<file path="src/hw/rtl/mrpt_pkg.sv">
// ---------------------------------------------------------------------------
// mrpt_pkg
// types and constants of the 64-bit primality tester
// ---------------------------------------------------------------------------
package mrpt_pkg;

   localparam int TrialCount = 16;
   localparam int BaseCount  = 8;

   // primes used for trial division
   localparam logic [5:0] TrialPrimes [TrialCount] = '{
      6'd2, 6'd3, 6'd5, 6'd7, 6'd11, 6'd13, 6'd17, 6'd19,
      6'd23, 6'd29, 6'd31, 6'd37, 6'd41, 6'd43, 6'd47, 6'd53
   };

   // witness bases of the strong probable prime rounds
   localparam logic [4:0] TestBases [BaseCount] = '{
      5'd2, 5'd3, 5'd5, 5'd7, 5'd11, 5'd13, 5'd17, 5'd19
   };

   // controller states
   typedef enum logic [9:0] {
      ST_IDLE   = 10'b0000000001,
      ST_TRIAL  = 10'b0000000010,
      ST_DECIDE = 10'b0000000100,
      ST_BINIT  = 10'b0000001000,
      ST_SQ     = 10'b0000010000,
      ST_MUL    = 10'b0000100000,
      ST_NEXT   = 10'b0001000000,
      ST_CHECK  = 10'b0010000000,
      ST_CSQ    = 10'b0100000000,
      ST_RESULT = 10'b1000000000
   } state_type;

   // controller to datapath
   typedef struct packed {
      logic       load;
      logic       trial_step;
      logic       exp_init;
      logic       exp_shift;
      logic       mm_step;
      logic       mm_mul;
      logic [5:0] step_idx;
      logic [2:0] base_idx;
   } cmd_type;

   // datapath to controller
   typedef struct packed {
      logic       below_two;
      logic       trial_div;
      logic       trial_eq;
      logic       e_msb;
      logic       x_is_one;
      logic       x_is_nm1;
      logic [6:0] s_val;
   } status_type;

endpackage

</file>
<file path="src/hw/rtl/mrpt_if.sv">
// ---------------------------------------------------------------------------
// mrpt_if
// request and response channels of the primality tester
// ---------------------------------------------------------------------------
interface mrpt_req_if;
   logic        valid;
   logic        ready;
   logic [63:0] candidate;

   modport source (output valid, output candidate, input ready);
   modport sink (input valid, input candidate, output ready);
endinterface

interface mrpt_rsp_if;
   logic valid;
   logic ready;
   logic is_prime;

   modport source (output valid, output is_prime, input ready);
   modport sink (input valid, input is_prime, output ready);
endinterface

</file>
<file path="src/hw/rtl/mrpt_datapath.sv">
// ---------------------------------------------------------------------------
// mrpt_datapath
// operand registers, serial trial division, trailing-zero scan and a
// bit-serial modular multiplier
// ---------------------------------------------------------------------------
module mrpt_datapath
   import mrpt_pkg::*;
(
   input  logic       clock,
   input  logic [63:0] cand,
   input  cmd_type    cmd,
   output status_type status
);

   logic [63:0] n_ff, n_in;
   logic [63:0] d_ff, d_in;
   logic [6:0]  s_ff, s_in;
   logic [63:0] e_ff, e_in;
   logic [63:0] x_ff, x_in;
   logic [63:0] r_ff, r_in;
   logic [5:0]  rem_ff [TrialCount];
   logic [5:0]  rem_in [TrialCount];

   logic [63:0] nm1;
   logic [63:0] b_op;
   logic [63:0] r_base;
   logic [64:0] t_dbl;
   logic [63:0] t_red;
   logic [64:0] t_sum;
   logic [63:0] mm_next;
   logic        n_bit;
   logic [6:0]  rv;
   logic        any_div;
   logic        any_eq;

   assign nm1 = n_ff - 64'd1;

   // trial division: one bit of n per cycle into every remainder lane
   assign n_bit = n_ff[~cmd.step_idx];
   always_comb begin
      for (int i = 0; i < TrialCount; i++) begin
         rv = {((cmd.step_idx == 6'd0) ? 6'd0 : rem_ff[i]), n_bit};
         rem_in[i] = (rv >= {1'b0, TrialPrimes[i]}) ?
                     6'(rv - {1'b0, TrialPrimes[i]}) : rv[5:0];
      end
   end

   // modular multiply step: r = 2r + a*bit mod n, a is x
   assign b_op   = cmd.mm_mul ? {59'd0, TestBases[cmd.base_idx]} : x_ff;
   assign r_base = (cmd.step_idx == 6'd0) ? 64'd0 : r_ff;
   always_comb begin
      t_dbl = {r_base, 1'b0};
      t_red = (t_dbl >= {1'b0, n_ff}) ? 64'(t_dbl - {1'b0, n_ff}) : t_dbl[63:0];
      t_sum = {1'b0, t_red} + {1'b0, x_ff};
      if (b_op[~cmd.step_idx]) begin
         mm_next = (t_sum >= {1'b0, n_ff}) ? 64'(t_sum - {1'b0, n_ff}) : t_sum[63:0];
      end else begin
         mm_next = t_red;
      end
   end

   // register updates
   always_comb begin
      n_in = n_ff;
      d_in = d_ff;
      s_in = s_ff;
      e_in = e_ff;
      x_in = x_ff;
      r_in = r_ff;
      if (cmd.load) begin
         n_in = cand;
         d_in = cand - 64'd1;
         s_in = 7'd0;
      end
      // trailing zeros of n-1 are stripped while trial division runs
      if (cmd.trial_step && !d_ff[0] && s_ff != 7'd64) begin
         d_in = {1'b0, d_ff[63:1]};
         s_in = s_ff + 7'd1;
      end
      if (cmd.exp_init) begin
         e_in = d_ff;
         x_in = 64'd1;
      end
      if (cmd.exp_shift) begin
         e_in = {e_ff[62:0], 1'b0};
      end
      if (cmd.mm_step) begin
         r_in = mm_next;
         if (cmd.step_idx == 6'd63) begin
            x_in = mm_next;
         end
      end
   end

   always_ff @(posedge clock) begin
      n_ff <= n_in;
      d_ff <= d_in;
      s_ff <= s_in;
      e_ff <= e_in;
      x_ff <= x_in;
      r_ff <= r_in;
      for (int i = 0; i < TrialCount; i++) begin
         if (cmd.trial_step) begin
            rem_ff[i] <= rem_in[i];
         end
      end
   end

   // status flags
   always_comb begin
      any_div = 1'b0;
      any_eq  = 1'b0;
      for (int i = 0; i < TrialCount; i++) begin
         any_div = any_div | (rem_ff[i] == 6'd0);
         any_eq  = any_eq | (n_ff == {58'd0, TrialPrimes[i]});
      end
   end

   assign status.below_two = (n_ff[63:1] == 63'd0);
   assign status.trial_div = any_div;
   assign status.trial_eq  = any_eq;
   assign status.e_msb     = e_ff[63];
   assign status.x_is_one  = (x_ff == 64'd1);
   assign status.x_is_nm1  = (x_ff == nm1);
   assign status.s_val     = s_ff;

endmodule

</file>
<file path="src/hw/rtl/mrpt_ctrl.sv">
// ---------------------------------------------------------------------------
// mrpt_ctrl
// sequencer: trial division, exponentiation per base, squaring checks
// ---------------------------------------------------------------------------
module mrpt_ctrl
   import mrpt_pkg::*;
(
   input  logic       clock,
   input  logic       reset,
   input  logic       req_valid,
   output logic       req_ready,
   output logic       rsp_valid,
   input  logic       rsp_ready,
   output logic       rsp_is_prime,
   input  status_type status,
   output cmd_type    cmd
);

   state_type  state_ff, state_in;
   logic [5:0] cnt_ff, cnt_in;
   logic [5:0] bit_ff, bit_in;
   logic [6:0] k_ff, k_in;
   logic [2:0] base_ff, base_in;
   logic       res_ff, res_in;
   logic       pass;

   assign pass = (k_ff == 7'd0 && status.x_is_one) || status.x_is_nm1;

   // next state and commands
   always_comb begin
      state_in = state_ff;
      cnt_in   = cnt_ff;
      bit_in   = bit_ff;
      k_in     = k_ff;
      base_in  = base_ff;
      res_in   = res_ff;
      cmd      = '0;
      cmd.step_idx = cnt_ff;
      cmd.base_idx = base_ff;
      unique case (state_ff)
         ST_IDLE: begin
            if (req_valid) begin
               cmd.load = 1'b1;
               cnt_in   = 6'd0;
               state_in = ST_TRIAL;
            end
         end
         ST_TRIAL: begin
            cmd.trial_step = 1'b1;
            cnt_in = cnt_ff + 6'd1;
            if (cnt_ff == 6'd63) begin
               state_in = ST_DECIDE;
            end
         end
         ST_DECIDE: begin
            base_in = 3'd0;
            if (status.below_two) begin
               res_in   = 1'b0;
               state_in = ST_RESULT;
            end else if (status.trial_div) begin
               res_in   = status.trial_eq;
               state_in = ST_RESULT;
            end else begin
               state_in = ST_BINIT;
            end
         end
         ST_BINIT: begin
            cmd.exp_init = 1'b1;
            cnt_in   = 6'd0;
            bit_in   = 6'd0;
            state_in = ST_SQ;
         end
         ST_SQ: begin
            cmd.mm_step = 1'b1;
            cnt_in = cnt_ff + 6'd1;
            if (cnt_ff == 6'd63) begin
               state_in = status.e_msb ? ST_MUL : ST_NEXT;
            end
         end
         ST_MUL: begin
            cmd.mm_step = 1'b1;
            cmd.mm_mul  = 1'b1;
            cnt_in = cnt_ff + 6'd1;
            if (cnt_ff == 6'd63) begin
               state_in = ST_NEXT;
            end
         end
         ST_NEXT: begin
            cmd.exp_shift = 1'b1;
            if (bit_ff == 6'd63) begin
               k_in     = 7'd0;
               state_in = ST_CHECK;
            end else begin
               bit_in   = bit_ff + 6'd1;
               state_in = ST_SQ;
            end
         end
         ST_CHECK: begin
            cnt_in = 6'd0;
            if (pass) begin
               if (base_ff == 3'(BaseCount - 1)) begin
                  res_in   = 1'b1;
                  state_in = ST_RESULT;
               end else begin
                  base_in  = base_ff + 3'd1;
                  state_in = ST_BINIT;
               end
            end else if (k_ff + 7'd1 == status.s_val) begin
               res_in   = 1'b0;
               state_in = ST_RESULT;
            end else begin
               k_in     = k_ff + 7'd1;
               state_in = ST_CSQ;
            end
         end
         ST_CSQ: begin
            cmd.mm_step = 1'b1;
            cnt_in = cnt_ff + 6'd1;
            if (cnt_ff == 6'd63) begin
               state_in = ST_CHECK;
            end
         end
         ST_RESULT: begin
            if (rsp_ready) begin
               state_in = ST_IDLE;
            end
         end
         default: begin
            state_in = ST_IDLE;
         end
      endcase
   end

   always_ff @(posedge clock) begin
      if (reset) begin
         state_ff <= ST_IDLE;
      end else begin
         state_ff <= state_in;
      end
      cnt_ff  <= cnt_in;
      bit_ff  <= bit_in;
      k_ff    <= k_in;
      base_ff <= base_in;
      res_ff  <= res_in;
   end

   // channel handshake
   assign req_ready    = (state_ff == ST_IDLE);
   assign rsp_valid    = (state_ff == ST_RESULT);
   assign rsp_is_prime = res_ff;

endmodule

</file>
<file path="src/hw/rtl/miller_rabin_prime_test64_top.sv">
// ---------------------------------------------------------------------------
// miller_rabin_prime_test64_top
// strong probable prime test of a 64-bit number to bases 2 through 19
// ---------------------------------------------------------------------------
// usage:
//   req_chan carries one candidate per beat, rsp_chan one is_prime flag per
//   beat. one candidate is in flight at a time: req_chan.ready is high only
//   while the block is idle, and stays low until the result beat is taken.
// sequence:
//   serial trial division runs first, then a decision step; numbers below
//   2 or with a prime factor up to 53 answer there. other candidates run
//   up to eight rounds, one per base; a round squares for each of the 64
//   exponent bits, multiplies by the base for each set bit of d, and then
//   runs up to s - 1 final squarings, s the trailing zeros of n - 1.
//   every modular product goes through one bit-serial multiplier, one
//   multiplier bit per cycle.
// reset:
//   synchronous, active high; returns to idle and drops any work in flight.
// stall:
//   the result beat holds its flag until rsp_chan.ready is seen high.
// ---------------------------------------------------------------------------
module miller_rabin_prime_test64_top
   import mrpt_pkg::*;
#(
   parameter int WORD_BITS = 64
) (
   input logic        clock,
   input logic        reset,
   mrpt_req_if.sink   req_chan,
   mrpt_rsp_if.source rsp_chan
);

   localparam logic [63:0] WordMask = {64{1'b1}} >> (64 - WORD_BITS);

   cmd_type    cmd;
   status_type status;
   logic [63:0] cand_masked;

   // candidate cut to the configured word width
   assign cand_masked = req_chan.candidate & WordMask;

   mrpt_ctrl u_ctrl (
      .clock        (clock),
      .reset        (reset),
      .req_valid    (req_chan.valid),
      .req_ready    (req_chan.ready),
      .rsp_valid    (rsp_chan.valid),
      .rsp_ready    (rsp_chan.ready),
      .rsp_is_prime (rsp_chan.is_prime),
      .status       (status),
      .cmd          (cmd)
   );

   mrpt_datapath u_datapath (
      .clock  (clock),
      .cand   (cand_masked),
      .cmd    (cmd),
      .status (status)
   );

endmodule

</file>
<file path="src/flat_wrapper.sv">
// flat-port wrapper written by rule: the top's interface ports become plain ports
module miller_rabin_prime_test64_top_flat import mrpt_pkg::*;
#(
   parameter int WORD_BITS = 64
)
  (clock, reset, req_chan_valid, req_chan_candidate, req_chan_ready, rsp_chan_valid, rsp_chan_is_prime, rsp_chan_ready);
  mrpt_req_if req_chan_i ();
  mrpt_rsp_if rsp_chan_i ();
  input logic clock;
  input logic reset;
  input wire logic [$bits(req_chan_i.valid)-1:0] req_chan_valid;
  input wire logic [$bits(req_chan_i.candidate)-1:0] req_chan_candidate;
  output wire logic [$bits(req_chan_i.ready)-1:0] req_chan_ready;
  output wire logic [$bits(rsp_chan_i.valid)-1:0] rsp_chan_valid;
  output wire logic [$bits(rsp_chan_i.is_prime)-1:0] rsp_chan_is_prime;
  input wire logic [$bits(rsp_chan_i.ready)-1:0] rsp_chan_ready;
  assign req_chan_i.valid = req_chan_valid;
  assign req_chan_i.candidate = req_chan_candidate;
  assign req_chan_ready = req_chan_i.ready;
  assign rsp_chan_valid = rsp_chan_i.valid;
  assign rsp_chan_is_prime = rsp_chan_i.is_prime;
  assign rsp_chan_i.ready = rsp_chan_ready;
  miller_rabin_prime_test64_top #(.WORD_BITS(WORD_BITS)) u_core (.clock(clock), .reset(reset), .req_chan(req_chan_i), .rsp_chan(rsp_chan_i));
endmodule
</file>
<file path="config.mk">
export PLATFORM = sky130hd
export DESIGN_NAME = miller_rabin_prime_test64_top_flat
export DESIGN_NICKNAME = d
export VERILOG_FILES = /design/src/hw/rtl/mrpt_pkg.sv /design/src/hw/rtl/mrpt_if.sv /design/src/hw/rtl/mrpt_datapath.sv /design/src/hw/rtl/mrpt_ctrl.sv /design/src/hw/rtl/miller_rabin_prime_test64_top.sv /design/src/flat_wrapper.sv
export SDC_FILE = /design/constraint.sdc
export NUM_CORES = 2
export LEC_CHECK = 0
export ABC_AREA = 1
export BUFFER_PORTS_ARGS = -buffer_cell sky130_fd_sc_hd__buf_2
export CORE_ASPECT_RATIO = 1.75
export CORE_MARGIN = 3
export CORE_UTILIZATION = 35
export CTS_CLUSTER_DIAMETER = 60
export DETAILED_ROUTE_END_ITERATION = 10
export GPL_TIMING_DRIVEN = 0
export SLEW_MARGIN = 30
export SYNTH_ARGS = -nofsm -noshare
export SYNTH_HDL_FRONTEND = slang
export SYNTH_SLANG_ARGS = --single-unit
</file>
<file path="constraint.sdc">
create_clock -name clock -period 24.3 [get_ports clock]
set_clock_uncertainty 0.05 [all_clocks]
set_input_delay 3.645 -clock clock [delete_from_list [all_inputs] [get_ports clock]]
set_output_delay 3.645 -clock clock [all_outputs]
set_load 0.01 [all_outputs]
</file>
Yosys cells after proc, flatten, opt, wreduce, memory -nomap -nowiden

Memory sizes are Yosys's and may differ from the RTL's.
Cells that the tools add are included.

Add/subtract/negate cells: 26
$lt $le $gt $ge: 20
Eq/ne operators: 48
Multiplexer cells: 92
Bitwise operators: 32
Reductions and logical operators: 39

Operator list:

| operator              | number |
|---|---|
| $mux 64               | 10 |
| $eq 64x5->1 const B   | 5 |
| $eq 64x6->1 const B   | 5 |
| $mux 6                | 34 |
| $ge 65x64->1          | 2 |
| $eq 64x2->1 const B   | 2 |
| $eq 64x3->1 const B   | 2 |
| $eq 64x4->1 const B   | 2 |
| $sub 64x1->64 const B | 2 |
| $sub 64x64->64        | 2 |
| $mux 63               | 2 |
| $mux 10               | 11 |
| $logic_not 6->1       | 17 |
| $pmux 10 s10          | 1 |
| $add 64x64->65        | 1 |
| $eq 64x1->1 const B   | 1 |
| $eq 64x64->1          | 1 |
| $logic_not 63->1      | 1 |
| $mux 7                | 6 |
| $ge 7x5->1 const B    | 5 |
| $ge 7x6->1 const B    | 5 |
| $or 1x1->1            | 30 |
| $sub 6x5->6 const B   | 5 |
| $sub 6x6->6 const B   | 5 |
| 54 further kinds      | 100 |

Register bits after elaboration: 360
Memory bits (writable): 96
Memory bits (read-only): 40
Input port bits: 68
Memories: 2

Memories:

| memory                   | depth | bits a word | rd ports | clocked after Yosys merged registers in | wr ports | RTL line            | text |
|---|---|---|---|---|---|---|---|
| u_core.u_datapath.rem_ff | 16    | 6           | 16       | 0                                       | 16       | mrpt_datapath.sv:21 | `logic [5:0] rem_ff [TrialCount];` |
| (name not given)         | 8     | 5           | 1        | 0                                       | 0        | mrpt_datapath.sv:49 | `assign b_op = cmd.mm_mul ? {59'd0, TestBases[cmd.base_idx]} : x_ff;` |

Logic depth before layout (Yosys ltp)

An unclocked memory read counts as a cell.

Depth in word-level cells: 20
Gate-level depth with buffers: 64
Gate-level depth less buffers: 56

By module

A second synthesis with hierarchy kept.

Cells, all modules: 6599
Area, all modules: 43300.3 um^2

Modules (own cells, without submodules):

| module        | times used | cells each | area each (um^2) | sequential area each (um^2) |
|---|---|---|---|---|
| mrpt_datapath | 1          | 6335       | 41280.8          | 12041.5 |
| mrpt_ctrl     | 1          | 264        | 2019.4           | 890.9 |

Worst setup path after synthesis

OpenSTA, ideal clock, no wires.

Kind: register -> register
Start: register u_core.u_ctrl.state_ff[6]
End: register u_core.u_datapath.d_ff[0], enable pin
Setup time: 0.430 ns
Data arrival time: 10.382 ns
Data required time: 23.820 ns
Path slack: 13.438 ns
Stages on the path, launching flop included: 11
Buffers on the path: 1
Clock period less this slack: 10.862 ns
Cells stage by stage: dfxtp_1 nor2_1 inv_1 nor2_1 inv_2 nor3_1 inv_1 nor3_2 clkinv_1 clkbuf_1 nand2_1

Cells in the longest elaborated chain, start to end: 5

RTL lines:

| item                                 | RTL line            | text |
|---|---|---|
| start: declaration                   | mrpt_ctrl.sv:19     | `state_type state_ff, state_in;` |
| start signal: assignment             | mrpt_ctrl.sv:138    | `state_ff <= state_in;` |
| $eq 10x2->1                          | mrpt_ctrl.sv:40     | `unique case (state_ff)` |
| $mux 1                               | mrpt_ctrl.sv:40     |  |
| $logic_and 1x1->1 (2 in series)      | mrpt_datapath.sv:76 | `if (cmd.trial_step && !d_ff[0] && s_ff != 7'd64) begin` |
| $reduce_bool 2->1 (no source line) * | -                   |  |
| end signal: assignment               | mrpt_datapath.sv:97 | `d_ff <= d_in;` |
| end: declaration                     | mrpt_datapath.sv:16 | `logic [63:0] d_ff, d_in;` |

Every way passes the cells marked *; elsewhere a longest branch is shown, timed or not.
A chain may end at the register's enable or synchronous reset.

Final worst setup path

Start: register u_core.u_ctrl.cnt_ff[1]
End: register u_core.u_datapath.x_ff[63]

Cells in the longest elaborated chain, start to end: 10

RTL lines:

| item                                                  | RTL line             | text |
|---|---|---|
| start: declaration                                    | mrpt_ctrl.sv:20      | `logic [5:0] cnt_ff, cnt_in;` |
| start signal: assignment                              | mrpt_ctrl.sv:140     | `cnt_ff <= cnt_in;` |
| $logic_not 6->1                                       | mrpt_datapath.sv:50  | `assign r_base = (cmd.step_idx == 6'd0) ? 64'd0 : r_ff;` |
| $mux 64                                               | mrpt_datapath.sv:50  |  |
| $sub 64x64->64 / $ge 65x64->1 (equally long branches) | mrpt_datapath.sv:53  | `t_red = (t_dbl >= {1'b0, n_ff}) ? 64'(t_dbl - {1'b0, n_ff}) : t_dbl[63:0];` |
| $mux 64                                               | mrpt_datapath.sv:53  |  |
| $add 64x64->65                                        | mrpt_datapath.sv:54  | `t_sum = {1'b0, t_red} + {1'b0, x_ff};` |
| $sub 64x64->64 / $ge 65x64->1 (equally long branches) | mrpt_datapath.sv:56  | `mm_next = (t_sum >= {1'b0, n_ff}) ? 64'(t_sum - {1'b0, n_ff}) : t_sum[63:0];` |
| $mux 64                                               | mrpt_datapath.sv:56  |  |
| $mux 64 *                                             | mrpt_datapath.sv:55  | `if (b_op[~cmd.step_idx]) begin` |
| named net u_core.u_datapath.mm_next[63]               | mrpt_datapath.sv:30  | `logic [63:0] mm_next;` |
| $mux 64 *                                             | mrpt_datapath.sv:89  | `if (cmd.step_idx == 6'd63) begin` |
| $mux 64 *                                             | mrpt_datapath.sv:87  | `if (cmd.mm_step) begin` |
| named net u_core.u_datapath.x_in[63]                  | mrpt_datapath.sv:19  | `logic [63:0] x_ff, x_in;` |
| end signal: assignment                                | mrpt_datapath.sv:100 | `x_ff <= x_in;` |
| end: declaration                                      | mrpt_datapath.sv:19  |  |

Mark *: on every way through the listed nets, which the timed path passes. The rest lies on a longest branch. The select of a mux whose other input is x is not followed.

==> metrics <==
P&R area growth vs syn 10.02%; clock tree from TritonCTS built; ys async rst share 0; CTS Sinks 456; initial core utilization 0.3541; power density over cell area approximately 85 nW/um2; Tightest Pin Transition between 1 and 1.5 ns; Largest stage delay, worst path 0.85 ns; total area of multi-input combinational cells 26,220 um2; element type at the critical path start flip-flop; post-synthesis instance total around 6,400; # Max-Cap Violations 0; path class of the lowest-slack min-delay path flip-flop to flip-flop; nature of the critical path endpoint flip-flop; number of gates resized after cts 0; fin. max-slew vios 0; die height 470.4 um; Placed Instances between 8,000 and 9,000; routed len/inst roughly 27 um; # H-tree levels 2; R2R depth 51; launch instance of the worst register-to-register path u_core.u_ctrl.cnt_ff[1]; setup repair after global routing missed its margin false; count of input and output buffers between 60 and 70; synthesized area approximately 43,000 um2; fraction of final layout cells with drive strength greater than 1 0.06162; most numerous cell on the critical path sky130_fd_sc_hd__nand2_1; hold violation total from the final report 0; DP Wirelength 187,900 um; Cell variety after synth 77; DRT Pass-1 Iters 7; clock buffers created by TritonCTS 49; Period minus WS final 14.81 ns; syn avg cell area 6.764 um2; sum of buffers and inverters on the critical path 16; number of buffers inserted to repair setup after CTS 0; DRT iter0 DRCs 3,227; placer's final routability congestion estimate between 1 and 1.5; main flop type after synthesis sky130_fd_sc_hd__edfxtp_1; die width 271.4 um; DR vias/cell 5.453; final-stage net count 6,818; sequential cell area between 10,000 and 15,000 um2; initial antenna violation count 10; worst hold start u_core.u_datapath.e_ff[0]; Yosys warning total 0; number of global-route vias before repair around 46,000; number of primary I/O pins 71; worst vdd rail ir drop roughly 0.07 mV; Core Box Area 121,800 um2; outcome finished clean; WP data arrival 15.36 ns; Hold Path Stages 2; master of the slowest instance on the critical path sky130_fd_sc_hd__buf_1; number of flops mapped to enable cells by yosys 380; capture instance of the worst register-to-register path u_core.u_datapath.x_ff[63]; Antenna Violating Nets Remaining 0; Min-Delay Endpoint u_core.u_datapath.e_ff[0]; maximum root-to-sink buffer count 3; Rows between 150 and 200; number of buffers added to fix hold violations after cts 0; worst-skew pair later-pin latency 0.68 ns; total nets after synthesis 6,678; Root Driver sky130_fd_sc_hd__clkbuf_16; wire length of the first global-routing pass ~300,000 um; area of the die 127,600 um2; data required time of the critical path 24.85 ns; Clk pin slew, worst setup/hold paths about 0.07 ns; detailed-route DRC error count 0; count of placed standard cells in the final layout, fillers left out 8,184; internal reg-to-reg setup slack 9.49 ns; total negative slack for setup checks 0 ns; fill count around 13,000; tightest slew margin relative to the limit 0.2675; total gr overflow 0; number of synthesized register bits 456; area of all placed cells without fillers 47,450 um2; WS Path Type flip-flop to flip-flop; share of synthesized area occupied by flip-flops and latches 0.2998; CP delay by family, top buffers and inverters; cell leakage power 20.84 nW; overall via count from detail_route 44,630; combined global-route utilization of all metal layers 0.3355; largest net degree at the start of global routing 57; highest attainable clock frequency approximately 68 MHz; portion of the clock cycle consumed by the worst path in the final layout 0.6097; final number of setup-violating endpoints 0; Total Routed Length 219,700 um; placed instance area 45,810 um2; biggest fanout along the worst timing path 10
-- per-layer routing --
layer / vias up / track usage / share of wire
met5: - / 0 / 0.00036
met4: 12 / 0.3556 / 0.13
met1: 20860 / 0.3010 / 0.32
met2: 1592 / 0.6226 / 0.51
li1: 21380 / - / -
met3: 789 / 0.03777 / 0.042
-- state kept, by name (all words and copies together), names as in the netlist --
| signal | count |
|---|---|
| u_core.u_ctrl.state_ff | 10 |
| u_core.u_datapath.r_ff | 64 |
| u_core.u_datapath.n_ff | 64 |
| u_core.u_ctrl.cnt_ff | 6 |
| u_core.u_datapath.s_ff | 7 |
| u_core.u_datapath.x_ff | 64 |
| u_core.u_datapath.d_ff | 64 |
| u_core.u_datapath.rem_ff | 96 |
| u_core.u_ctrl.k_ff | 7 |
| u_core.u_ctrl.bit_ff | 6 |
| u_core.u_ctrl.rsp_is_prime | 1 |
| u_core.u_datapath.e_ff | 64 |
| u_core.u_ctrl.base_ff | 3 |
-- final cells by class --
| type | count | area share |
|---|---|---|
| multi-input cells | 4901 | 0.5525 |
| well taps | 1624 | 0.04282 |
| clock buffers | 68 | 0.02819 |
| inverters | 890 | 0.07051 |
| repair buffers | 89 | 0.01197 |
| clock inverters | 23 | 0.006065 |
| plain buffers | 129 | 0.01516 |
| diodes | 4 | 0.0002109 |
| flip-flops and latches | 456 | 0.2725 |
-- placed cells by master (no fill, tap or decap), types with 30 or more instances in the layout --
master	instances
sky130_fd_sc_hd__buf_2	124
sky130_fd_sc_hd__nand2_1	1617
sky130_fd_sc_hd__xnor2_1	118
sky130_fd_sc_hd__ha_1	231
sky130_fd_sc_hd__and2_1	41
sky130_fd_sc_hd__nand3_1	395
sky130_fd_sc_hd__o21ai_0	445
sky130_fd_sc_hd__nor3_1	73
sky130_fd_sc_hd__clkbuf_16	49
sky130_fd_sc_hd__o21a_1	45
sky130_fd_sc_hd__nand4_1	84
sky130_fd_sc_hd__edfxtp_1	380
sky130_fd_sc_hd__a21o_1	30
sky130_fd_sc_hd__clkbuf_1	50
sky130_fd_sc_hd__a31oi_1	40
sky130_fd_sc_hd__nand2_2	34
sky130_fd_sc_hd__nor2_1	781
sky130_fd_sc_hd__inv_1	871
sky130_fd_sc_hd__a21oi_1	365
sky130_fd_sc_hd__nor4_1	44
sky130_fd_sc_hd__dfxtp_1	76
sky130_fd_sc_hd__nand3b_1	34
sky130_fd_sc_hd__xor2_1	228
-- worst max-delay path by stage --
stage	startpoint	end	slack, ns	depth (start not counted)
2_1_floorplan	u_core.u_ctrl.state_ff[6]	u_core.u_datapath.d_ff[0]	13.44	10
3_3_place_gp	u_core.u_ctrl.state_ff[7]	u_core.u_datapath.d_ff[57]	6.62	10
3_5_place_dp	u_core.u_ctrl.cnt_ff[1]	u_core.u_datapath.x_ff[63]	10.30	51
4_1_cts	u_core.u_ctrl.cnt_ff[1]	u_core.u_datapath.x_ff[63]	10.21	51
5_1_grt	u_core.u_ctrl.cnt_ff[0]	u_core.u_datapath.x_ff[63]	9.55	51
6_report	u_core.u_ctrl.cnt_ff[1]	u_core.u_datapath.x_ff[63]	9.49	51
-- where the power goes --
part,total [mW],leakage [nW],switching [mW],internal [mW]
logic,2.29,16.1,1.64,0.644
clock network,0.791,0.783,0.357,0.433
registers,0.979,3.96,0.0403,0.939
-- logic make-up after synthesis --
family / after synthesis / synth area share
buf+inv: 1019 / 0.09396
xor+xnor: 346 / 0.07026
simple gates: 3201 / 0.3182
flops: 456 / 0.2998
fa+ha+maj: 234 / 0.06841
compound gates: 1120 / 0.1494
-- worst min-delay path: stages (launching register included) --
cell and delay (ns):
sky130_fd_sc_hd__dfxtp_1 0.30, sky130_fd_sc_hd__inv_1 0.06, sky130_fd_sc_hd__o22ai_1 0.07
-- synth_stat cells, types with 75 or more instances --
| library cell | instances | area (um2) |
|---|---|---|
| sky130_fd_sc_hd__nor2_1 | 787 | 2954 |
| sky130_fd_sc_hd__dfxtp_1 | 76 | 1521 |
| sky130_fd_sc_hd__a21oi_1 | 365 | 1827 |
| sky130_fd_sc_hd__nand3_1 | 395 | 1977 |
| sky130_fd_sc_hd__ha_1 | 231 | 2890 |
| sky130_fd_sc_hd__inv_1 | 873 | 3277 |
| sky130_fd_sc_hd__nand2_1 | 1619 | 6077 |
| sky130_fd_sc_hd__o21ai_0 | 449 | 2247 |
| sky130_fd_sc_hd__nor3_1 | 75 | 375.4 |
| sky130_fd_sc_hd__xor2_1 | 228 | 1997 |
| sky130_fd_sc_hd__edfxtp_1 | 380 | 11410 |
| sky130_fd_sc_hd__xnor2_1 | 118 | 1033 |
| sky130_fd_sc_hd__nand4_1 | 84 | 525.5 |
-- per-stage QoR --
step / hold slack, ns / setup WS, ns / utilization / total power, mW
finish: 0.4330 / 9.485 / 0.3896 / 4.055
global placement: 0.4165 / 6.624 / 0.3736 / 3.190
detailed placement: 0.4235 / 10.30 / 0.3761 / 3.201
CTS: 0.4338 / 10.21 / 0.3895 / 3.995
global route: 0.4620 / 9.546 / 0.3895 / 4.243
floorplan: 0.3992 / 13.44 / - / 2.374
Power figures use the tool's default switching activity.
